--- src/rtl/core/ffca_pkg.sv ---
// shared types and constants for the first-fit cell allocator
// no dependencies; used by the allocator and the word scan in rtl/core

package ffca_pkg;

  // default number of cells in the occupancy map
  localparam int CELLS_DEF = 1024;

  // field widths
  localparam int CELL_W = 11;  // cell counts and cell indexes
  localparam int BASE_W = 10;  // base field of a transfer
  localparam int KIND_W = 1;

  // the map is held as words of LANES cells
  localparam int LANE_W  = 5;
  localparam int LANES   = 1 << LANE_W;
  localparam int WIDX_W  = CELL_W - LANE_W;
  localparam int RUN_W   = CELL_W + 1;

  localparam logic [CELL_W-1:0] TOTAL_RST = CELL_W'(1024);

  // request kinds
  localparam logic [KIND_W-1:0] KIND_ALLOC = 1'b0;
  localparam logic [KIND_W-1:0] KIND_FREE  = 1'b1;

  typedef enum logic [2:0] {
    ST_CLEAR,
    ST_IDLE,
    ST_SCAN,
    ST_MPRE,
    ST_MARK,
    ST_DONE
  } ffca_state_t;

  // outcome of scanning one map word
  typedef struct packed {
    logic              hit;
    logic [CELL_W-1:0] end_cell;  // cell at which the run reaches the size
    logic [CELL_W-1:0] run;       // free run carried into the next word
  } scan_res_t;

endpackage

--- src/rtl/core/first_fit_cell_allocator.sv ---
// first-fit cell allocator: occupancy map in ram, scan and mark sequencer
// allocate: accept, scan up to ceil(total/32) map words, prepare, mark the run's words, then
// load the result register (with no fit the scan goes straight to the result); free skips the scan;
// rejected requests go straight to the result. one transfer at a time, set by the single map read
// port walking one 32-cell word per cycle.
// reset and each total_cells write clear the map, one word per cycle

module first_fit_cell_allocator #(
  parameter int CELLS = ffca_pkg::CELLS_DEF
) (
  input  logic        clk,
  input  logic        rst_n,
  // configuration
  input  logic        cfg_we,
  input  logic [10:0] cfg_wdata,     // total_cells
  // requests
  input  logic        in_tvalid,
  output logic        in_tready,
  input  logic [23:0] in_tdata,      // [10:0] size, [20:11] base, zero padding
  input  logic        in_tuser,      // kind
  // results
  output logic        out_tvalid,
  input  logic        out_tready,
  output logic [31:0] out_tdata,     // [9:0] granted_base, [20:10] used_cells,
                                     // [31:21] free_cells
  output logic        out_tuser      // ok
);
  import ffca_pkg::*;

  localparam int WORDS = (CELLS + LANES - 1) / LANES;
  localparam int AW    = (WORDS > 1) ? $clog2(WORDS) : 1;
  localparam logic [CELL_W-1:0] CELLS_CAP = CELL_W'((CELLS > 2047) ? 2047 : CELLS);
  localparam logic [AW-1:0]     LAST_ADDR = AW'(WORDS - 1);

  function automatic logic [CELL_W-1:0] eff_of(input logic [CELL_W-1:0] t);
    eff_of = (t > CELLS_CAP) ? CELLS_CAP : t;
  endfunction

  // state
  ffca_state_t       state_r, state_nxt;
  logic [CELL_W-1:0] total_cells_r, total_cells_nxt;
  logic [CELL_W-1:0] used_r, used_nxt;
  logic [CELL_W-1:0] free_r, free_nxt;
  logic [AW-1:0]     clr_addr_r, clr_addr_nxt;
  logic              out_valid_r, out_valid_nxt;

  // request in flight
  logic [KIND_W-1:0] kind_r, kind_nxt;
  logic [CELL_W-1:0] size_r, size_nxt;
  logic [CELL_W-1:0] base_r, base_nxt;   // first cell of the run
  logic [CELL_W-1:0] last_r, last_nxt;   // last cell of the run
  logic [WIDX_W-1:0] word_r, word_nxt;   // word whose read data arrives now
  logic [CELL_W-1:0] run_r, run_nxt;
  logic              ok_r, ok_nxt;

  // result register
  logic              out_ok_r, out_ok_nxt;
  logic [BASE_W-1:0] out_base_r, out_base_nxt;
  logic [CELL_W-1:0] out_used_r, out_used_nxt;
  logic [CELL_W-1:0] out_free_r, out_free_nxt;

  // incoming fields
  logic [KIND_W-1:0] in_kind;
  logic [CELL_W-1:0] in_size;
  logic [BASE_W-1:0] in_base;
  logic              in_xfer;
  logic              out_xfer;
  logic              req_ok;
  logic [CELL_W:0]   free_end;

  logic [CELL_W-1:0] eff_total;
  logic [WIDX_W-1:0] last_word;
  logic [WIDX_W-1:0] mark_end;
  logic              load_out;

  // map ram
  logic              ram_we;
  logic [AW-1:0]     ram_waddr;
  logic [LANES-1:0]  ram_wdata;
  logic [AW-1:0]     ram_raddr;
  logic [LANES-1:0]  ram_rdata;
  logic [LANES-1:0]  mark_mask;

  scan_res_t         scan;

  assign in_kind  = in_tuser;
  assign in_size  = in_tdata[10:0];
  assign in_base  = in_tdata[20:11];
  assign in_xfer  = in_tvalid && in_tready;
  assign out_xfer = out_valid_r && out_tready;

  assign eff_total = eff_of(total_cells_r);
  assign last_word = WIDX_W'(CELL_W'(eff_total - CELL_W'(1)) >> LANE_W);
  assign mark_end  = last_r[CELL_W-1:LANE_W];
  assign free_end  = {1'b0, CELL_W'(in_base)} + {1'b0, in_size};

  // request check at acceptance
  always_comb begin
    if (in_kind == KIND_ALLOC) begin
      req_ok = (in_size != '0) && (in_size <= eff_total);
    end else begin
      req_ok = (in_size != '0) && (free_end <= {1'b0, eff_total});
    end
  end

  ffca_ram #(
    .WIDTH(LANES),
    .DEPTH(WORDS)
  ) u_map (
    .clk  (clk),
    .we   (ram_we),
    .waddr(ram_waddr),
    .wdata(ram_wdata),
    .raddr(ram_raddr),
    .rdata(ram_rdata)
  );

  ffca_word_scan u_scan (
    .occ   (ram_rdata),
    .word  (word_r),
    .run_in(run_r),
    .size  (size_r),
    .total (eff_total),
    .res   (scan)
  );

  // cells of the current word that fall inside the run
  always_comb begin
    logic [CELL_W-1:0] cell_idx;
    for (int i = 0; i < LANES; i++) begin
      cell_idx = {word_r, LANE_W'(i)};
      mark_mask[i] = (cell_idx >= base_r) && (cell_idx <= last_r);
    end
  end

  // next state
  always_comb begin
    state_nxt = state_r;
    case (state_r)
      ST_CLEAR: begin
        if (clr_addr_r == LAST_ADDR) begin
          state_nxt = ST_IDLE;
        end
      end
      ST_IDLE: begin
        if (in_xfer) begin
          if (!req_ok) begin
            state_nxt = ST_DONE;
          end else if (in_kind == KIND_ALLOC) begin
            state_nxt = ST_SCAN;
          end else begin
            state_nxt = ST_MPRE;
          end
        end
      end
      ST_SCAN: begin
        if (scan.hit) begin
          state_nxt = ST_MPRE;
        end else if (word_r == last_word) begin
          state_nxt = ST_DONE;
        end
      end
      ST_MPRE: state_nxt = ST_MARK;
      ST_MARK: begin
        if (word_r == mark_end) begin
          state_nxt = ST_DONE;
        end
      end
      ST_DONE: begin
        if (!out_valid_r || out_tready) begin
          state_nxt = ST_IDLE;
        end
      end
      default: state_nxt = ST_CLEAR;
    endcase
    // a configuration write restarts the map
    if (cfg_we) begin
      state_nxt = ST_CLEAR;
    end
  end

  // outputs of the sequencer: ram port control and handshakes
  always_comb begin
    in_tready = 1'b0;
    load_out  = 1'b0;
    ram_we    = 1'b0;
    ram_waddr = AW'(word_r);
    ram_wdata = '0;
    ram_raddr = '0;
    case (state_r)
      ST_CLEAR: begin
        ram_we    = 1'b1;
        ram_waddr = clr_addr_r;
      end
      ST_IDLE: begin
        in_tready = 1'b1;
        ram_raddr = '0;
      end
      ST_SCAN: ram_raddr = AW'(WIDX_W'(word_r + WIDX_W'(1)));
      ST_MPRE: ram_raddr = AW'(base_r[CELL_W-1:LANE_W]);
      ST_MARK: begin
        ram_we    = 1'b1;
        ram_raddr = AW'(WIDX_W'(word_r + WIDX_W'(1)));
        if (kind_r == KIND_ALLOC) begin
          ram_wdata = ram_rdata | mark_mask;
        end else begin
          ram_wdata = ram_rdata & ~mark_mask;
        end
      end
      ST_DONE: load_out = !out_valid_r || out_tready;
      default: ;
    endcase
  end

  // datapath next values
  always_comb begin
    logic [CELL_W:0] sum;
    total_cells_nxt = total_cells_r;
    used_nxt        = used_r;
    free_nxt        = free_r;
    clr_addr_nxt    = clr_addr_r;
    kind_nxt        = kind_r;
    size_nxt        = size_r;
    base_nxt        = base_r;
    last_nxt        = last_r;
    word_nxt        = word_r;
    run_nxt         = run_r;
    ok_nxt          = ok_r;
    out_ok_nxt      = out_ok_r;
    out_base_nxt    = out_base_r;
    out_used_nxt    = out_used_r;
    out_free_nxt    = out_free_r;
    out_valid_nxt   = out_valid_r && !out_xfer;
    sum             = '0;

    case (state_r)
      ST_CLEAR: clr_addr_nxt = AW'(clr_addr_r + AW'(1));
      ST_IDLE: begin
        if (in_xfer) begin
          kind_nxt = in_kind;
          size_nxt = in_size;
          base_nxt = CELL_W'(in_base);
          last_nxt = CELL_W'(free_end - (CELL_W + 1)'(1));
          word_nxt = '0;
          run_nxt  = '0;
          ok_nxt   = 1'b0;
        end
      end
      ST_SCAN: begin
        word_nxt = WIDX_W'(word_r + WIDX_W'(1));
        run_nxt  = scan.run;
        if (scan.hit) begin
          base_nxt = CELL_W'(scan.end_cell - size_r + CELL_W'(1));
          last_nxt = scan.end_cell;
        end
      end
      ST_MPRE: word_nxt = base_r[CELL_W-1:LANE_W];
      ST_MARK: begin
        word_nxt = WIDX_W'(word_r + WIDX_W'(1));
        ok_nxt   = 1'b1;
      end
      ST_DONE: begin
        if (load_out) begin
          if (ok_r) begin
            if (kind_r == KIND_ALLOC) begin
              free_nxt = (free_r > size_r) ? CELL_W'(free_r - size_r) : '0;
              sum      = {1'b0, used_r} + {1'b0, size_r};
              used_nxt = (sum > {1'b0, eff_total}) ? eff_total : sum[CELL_W-1:0];
            end else begin
              used_nxt = (used_r > size_r) ? CELL_W'(used_r - size_r) : '0;
              sum      = {1'b0, free_r} + {1'b0, size_r};
              free_nxt = (sum > {1'b0, eff_total}) ? eff_total : sum[CELL_W-1:0];
            end
          end
          out_valid_nxt = 1'b1;
          out_ok_nxt    = ok_r;
          out_base_nxt  = (ok_r && kind_r == KIND_ALLOC) ? base_r[BASE_W-1:0] : '0;
          out_used_nxt  = used_nxt;
          out_free_nxt  = free_nxt;
        end
      end
      default: ;
    endcase

    // new total: counts restart and the map is swept clean
    if (cfg_we) begin
      total_cells_nxt = cfg_wdata;
      used_nxt        = '0;
      free_nxt        = eff_of(cfg_wdata);
      clr_addr_nxt    = '0;
    end
  end

  // control registers
  always_ff @(posedge clk) begin
    if (!rst_n) begin
      state_r       <= ST_CLEAR;
      total_cells_r <= TOTAL_RST;
      used_r        <= '0;
      free_r        <= eff_of(TOTAL_RST);
      clr_addr_r    <= '0;
      out_valid_r   <= 1'b0;
    end else begin
      state_r       <= state_nxt;
      total_cells_r <= total_cells_nxt;
      used_r        <= used_nxt;
      free_r        <= free_nxt;
      clr_addr_r    <= clr_addr_nxt;
      out_valid_r   <= out_valid_nxt;
    end
  end

  // payload registers
  always_ff @(posedge clk) begin
    kind_r     <= kind_nxt;
    size_r     <= size_nxt;
    base_r     <= base_nxt;
    last_r     <= last_nxt;
    word_r     <= word_nxt;
    run_r      <= run_nxt;
    ok_r       <= ok_nxt;
    out_ok_r   <= out_ok_nxt;
    out_base_r <= out_base_nxt;
    out_used_r <= out_used_nxt;
    out_free_r <= out_free_nxt;
  end

  assign out_tvalid = out_valid_r;
  assign out_tuser  = out_ok_r;
  assign out_tdata  = {out_free_r, out_used_r, out_base_r};

  // occupied and free counts together never exceed the cells in use
  a_count_bound: assert property (@(posedge clk) disable iff (!rst_n)
    ({1'b0, used_r} + {1'b0, free_r}) <= {1'b0, eff_total})
    else $error("used and free counts exceed total cells");

  // a run being marked lies inside the cells in use
  a_mark_range: assert property (@(posedge clk) disable iff (!rst_n)
    (state_r == ST_MARK) |-> (base_r <= last_r) && (last_r < eff_total))
    else $error("marked run outside the map");

  // a granted run spans exactly the requested size
  a_grant_size: assert property (@(posedge clk) disable iff (!rst_n)
    (load_out && ok_r && kind_r == KIND_ALLOC) |->
      (CELL_W'(last_r - base_r + CELL_W'(1)) == size_r))
    else $error("granted run length differs from request");

  // the map is written only while sweeping or marking
  a_write_phase: assert property (@(posedge clk) disable iff (!rst_n)
    ram_we |-> (state_r == ST_CLEAR) || (state_r == ST_MARK))
    else $error("map written outside sweep or mark");

endmodule

--- src/rtl/core/ffca_ram.sv ---
// generic simple dual-port ram with registered read
// no package dependency

module ffca_ram #(
  parameter int WIDTH = 32,
  parameter int DEPTH = 32,
  parameter int AW    = (DEPTH > 1) ? $clog2(DEPTH) : 1
) (
  input  logic             clk,
  input  logic             we,
  input  logic [AW-1:0]    waddr,
  input  logic [WIDTH-1:0] wdata,
  input  logic [AW-1:0]    raddr,
  output logic [WIDTH-1:0] rdata
);

  logic [WIDTH-1:0] mem [DEPTH];

  always_ff @(posedge clk) begin
    if (we) begin
      mem[waddr] <= wdata;
    end
    rdata <= mem[raddr];
  end

endmodule

--- src/rtl/core/ffca_word_scan.sv ---
// free-run search across one word of the occupancy map
// depends on ffca_pkg

module ffca_word_scan (
  input  logic [ffca_pkg::LANES-1:0]  occ,
  input  logic [ffca_pkg::WIDX_W-1:0] word,
  input  logic [ffca_pkg::CELL_W-1:0] run_in,
  input  logic [ffca_pkg::CELL_W-1:0] size,
  input  logic [ffca_pkg::CELL_W-1:0] total,
  output ffca_pkg::scan_res_t         res
);
  import ffca_pkg::*;

  logic [RUN_W-1:0] run_lane [LANES];
  logic [LANES-1:0] hit_lane;

  // run length ending at each lane: from the last used cell at or below it,
  // or carried in from the previous word when the word is free up to there
  always_comb begin
    logic              seen;
    logic [LANE_W-1:0] last;
    logic [CELL_W-1:0] cell_idx;
    for (int i = 0; i < LANES; i++) begin
      seen = 1'b0;
      last = '0;
      for (int j = 0; j <= i; j++) begin
        if (occ[j]) begin
          seen = 1'b1;
          last = LANE_W'(j);
        end
      end
      cell_idx = {word, LANE_W'(i)};
      if (seen) begin
        run_lane[i] = RUN_W'(i) - RUN_W'(last);
      end else begin
        run_lane[i] = {1'b0, run_in} + RUN_W'(i + 1);
      end
      hit_lane[i] = (run_lane[i] >= {1'b0, size}) && (cell_idx < total);
    end
  end

  always_comb begin
    logic [LANE_W-1:0] pos;
    pos = '0;
    for (int i = LANES - 1; i >= 0; i--) begin
      if (hit_lane[i]) begin
        pos = LANE_W'(i);
      end
    end
    res.hit      = |hit_lane;
    res.end_cell = {word, pos};
    res.run      = run_lane[LANES-1][CELL_W-1:0];
  end

endmodule

--- config.mk ---
export PLATFORM = sky130hd
export DESIGN_NAME = first_fit_cell_allocator
export DESIGN_NICKNAME = d
export VERILOG_FILES = /design/src/rtl/core/ffca_pkg.sv /design/src/rtl/core/first_fit_cell_allocator.sv /design/src/rtl/core/ffca_ram.sv /design/src/rtl/core/ffca_word_scan.sv
export SDC_FILE = /design/constraint.sdc
export NUM_CORES = 2
export LEC_CHECK = 0
export ABC_AREA = 1
export BUFFER_PORTS_ARGS = -buffer_cell sky130_fd_sc_hd__clkbuf_2
export CORE_ASPECT_RATIO = 0.6
export CORE_MARGIN = 5
export CORE_UTILIZATION = 29
export DETAILED_ROUTE_END_ITERATION = 10
export RECOVER_POWER = 100
export SYNTH_ARGS = -nofsm -noshare
export SYNTH_HDL_FRONTEND = slang
export SYNTH_SLANG_ARGS = --single-unit
--- constraint.sdc ---
create_clock -name clk -period 8.5 [get_ports clk]
set_input_delay 0.425 -clock clk [delete_from_list [all_inputs] [get_ports clk]]
set_output_delay 0.425 -clock clk [all_outputs]
set_load 0.02 [all_outputs]
==> summary.txt <==
Cells and area
  – Area of the multi-input gates: 29,900 sq um
  – FF+latch area: 34,800 sq um
  – Fin nets: 7,601
  – Syn-to-layout area delta: 16.6%
  – Share of layout cells above drive strength 1: 0.125
  – Fillers: 23,200

Logic synthesis
  – Avg Inst Size Synth: 10.1 sq um
  – Yosys top cell by area: edfxtp_1
  – Synth Flop Type: edfxtp_1
  – Synth async-reset ratio: 0
  – Cell area after synthesis: 67,300 sq um
  – Synth area leaders: edfxtp_1, ha_1, nor2_1
  – Unique cell type count in the Yosys netlist: 67
  – Syn Nets: 7,232
  – EDFF count, synth: 1,109
  – Area share of the largest cell type after synthesis: 0.495
  – Sequential area share after synthesis: 0.517
  – Synth Instances: 6,644
  – Ys Warns: 0
  – Seq cells post-synth: 1,183

STA
  – # setup viols final: 1
  – Fin crit period: around 8.5 ns
  – Relative slew slack: -1.04
  – Final worst setup slack: -0.0420 ns
  – Slew @ Worst Pin: 3.06 ns
  – RSZ-0062 raised after global routing: yes
  – F_max: 117 MHz
  – Setup TNS: -0.0420 ns
  – Layout Skew: 0.0615 ns
  – Crit share post-route: 1.00
  – Hold Vio Cnt, Final: 0
  – Slew Limit Fails: 290

Clock network
  – CTS tree: built
  – Clock Path Buffers: 3
  – Worst-path clk slew: approximately 0.07 ns
  – Clock Latency Late Sink: 0.76 ns
  – CTS buffer count: around 110
  – H-tree level count: 3
  – Clock root buffer: clkbuf_16
  – Clock Sinks: 1,183

Min path
  – Worst min path class: in2reg

Status
  – Failing checks: capacitance limit, slew limit, setup timing
  – Status: complete, but fails checks

Detailed routing
  – Final wirelength: roughly 260 mm
  – Post-route DRC: 0
  – Met3 wire len: 34.2 mm
  – Antenna-violating nets left: 0
  – Drt via density: between 5 and 6
  – M1 WL: 122 mm
  – Drt wl/cell: 25.6 microns
  – Pre-Repair DR Iteration Count: 6
  – DRT iter0 DRCs: 7,616
  – Vias after detailed routing: 56,000
  – WL met2: 98.5 mm
  – Top sig layer: met5

Placed design
  – Place WS: -0.444 ns
  – RD Place Congestion: 1.04
  – Count of buffers from port buffering: 72
  – Detailed Place HPWL: 181 mm

Global route
  – Pin count of the biggest net entering global routing: 163
  – First-pass GRT wire length: 371 mm
  – Initial antenna violation count: 13
  – Total track usage: 0.208
  – GRT overflow: 0
  – Number of global-route vias before repair: 51,500

Worst setup path
  – Most frequent CP cell: nand2_1
  – CP max stage cell: dfxtp_4
  – Critical Path End Type: flop
  – Max incr delay on CP: 0.37 ns
  – CP Launch Type: flop
  – Setup Crit Path Kind: reg2reg
  – Worst Path Required: 8.96 ns
  – Crit-path max FO: 3
  – Worst R2R Setup Slack: -0.04 ns
  – CP arrival: roughly 9.0 ns

Flow run
  – Max Cap Viol: 5

Power
  – P_leak: 29.1 nW
  – Sequential Power Share: 0.482
  – Maximum VDD drop: 0.000163 V
  – Combinational power share: 0.145
  – Switching Share: 0.265
  – Pwr Density: 168 nW/um^2
  – Internal Pwr Total: approximately 9.7 mW
  – Total net switching power: 3.49 mW
  – Clock power frac: 0.374

Floorplan
  – IO Count: 76
  – Initial core utilization: 0.291
  – Core Rows: roughly 140
  – Die width: 632 microns
  – Area of the die: between 200,000 and 250,000 sq um
  – Floorplan Core Area: 232,000 sq um
  – Die height: 383 microns
## routing by layer
| metal | vias to the layer above | track usage |
|---|---|---|
| li1 | 24900 | - |
| met1 | 27600 | 0.324 |
| met2 | 3085 | 0.269 |
| met3 | 391 | 0.0659 |
| met4 | 2 | 0.0506 |
| met5 | - | 0 |
## per-stage QoR
stage	instances	power [mW]	hold WS [ns]	util	cell area, sq um
final	10200	13.2	0.0518	0.339	78400
after global routing	10200	13.7	0.0415	0.339	78400
after CTS	10200	13.2	0.00188	0.338	78400
after detailed placement	9996	8.27	0.498	0.322	74500
after global placement	9996	8.24	0.483	0.322	74500
after floorplan	6644	7.55	0.424	-	67300
## path summary, 6_finish.rpt
check,startpoint,to,cells after the start
worst max-delay path,u_map.rdata[2],base_r[9],88
worst min-delay path,in_tdata[18],base_r[7],3
worst max register to register,u_map.rdata[2],base_r[9],88
worst min register to register,total_cells_r[0],total_cells_r[0],2
## cell usage after synthesis (14+ instances only)
library cell	count
edfxtp_1	1109
nor2_1	987
o21ai_0	638
nand2_1	631
ha_1	541
inv_1	508
a21oi_1	422
clkbuf_1	267
o221ai_1	191
xor2_1	163
mux2i_1	161
nand3_1	112
o32ai_1	97
a31oi_1	90
o211ai_1	82
dfxtp_1	74
nor3_1	60
nand4_1	46
a311oi_1	38
o21bai_1	36
a21boi_0	34
buf_1	34
inv_2	32
o211a_1	32
o31ai_1	32
a211oi_1	18
nor2_2	18
nor4_1	17
nor2_4	15
nand2_2	14
or2_2	14
## power by group through the flow
stage	sequential, mW	combinational, mW	clock [mW]
2_1_floorplan	6.47	1.07	0
3_3_place_gp	6.48	1.76	0
3_5_place_dp	6.48	1.79	0
4_1_cts	6.35	1.83	5.02
5_1_grt	6.35	2.11	5.27
6_report	6.35	1.91	4.93
## registers in the layout, indices dropped and copies added, names as in the netlist
name           cells
word_r             6
out_used_r        11
out_tuser          1
clr_addr_r         5
base_r            11
run_r             11
u_map.rdata       32
u_map.mem       1024
size_r            11
last_r            11
out_base_r        10
state_r            3
ok_r               1
out_free_r        11
free_r            11
total_cells_r     11
out_tvalid         1
used_r            11
kind_r             1
## critical path, delay by kind of cell, from the launching register on
kind,cells,cell delay [ns]
flops,1,0.37
fa+ha+maj,4,0.80
xor+xnor,1,0.12
compound gates,19,2.39
simple gates,56,4.04
buf+inv,8,0.51
## final cells by class
type	instances	area share
multi-input combinational	4596	0.381
antenna	4	0.000128
inverter	552	0.0268
clock inverter	50	0.00637
sequential	1183	0.444
clock buffer	145	0.0381
timing repair buffer	572	0.0544
tap	3127	0.0499
## kinds of logic (layout without fill, tap and decap cells)
group,count (synthesis),after routing,share of synthesized area
AOI/OAI and AO/OA,1779,1779,0.165
buffers and inverters,865,1319,0.0489
muxes,161,161,0.0240
and+or+nand+nor,1935,1935,0.120
xor gates and xnor gates,174,174,0.0227
adders and majority gates,547,547,0.102
DFF,1183,1183,0.517
other,0,4,0
## layout by cell type (no fill, tap or decap), types with 25 or more instances in the layout
cell          n
o211a_1      32
nor2_1      943
o31ai_1      32
o221ai_1    191
nor2_4       55
o211ai_1     82
ha_1        538
inv_1       499
clkinv_1     31
o21bai_1     36
nor3_1       60
nand2_1     623
clkbuf_2     25
a21oi_2      37
edfxtp_1   1109
dfxtp_1      71
a21oi_1     385
clkbuf_16   111
o21ai_0     628
buf_4       457
xor2_1      163
a311oi_1     36
inv_2        32
mux2i_1     161
nand4_1      47
a21boi_0     32
a31oi_1      89
o32ai_1      97
clkbuf_1     80
nand3_1     111
## repair_timing
| item | in CTS | in global routing |
|---|---|---|
| pin swaps | 13 | 28 |
| setup buffers | 2 | 10 |
| gates resized for setup | 39 | 29 |
| endpoints found under the hold margin | 21 | 0 |
| setup endpoints to repair | 4 | 7 |
| hold buffers | 21 | 0 |
Power figures use the tool's default switching activity.
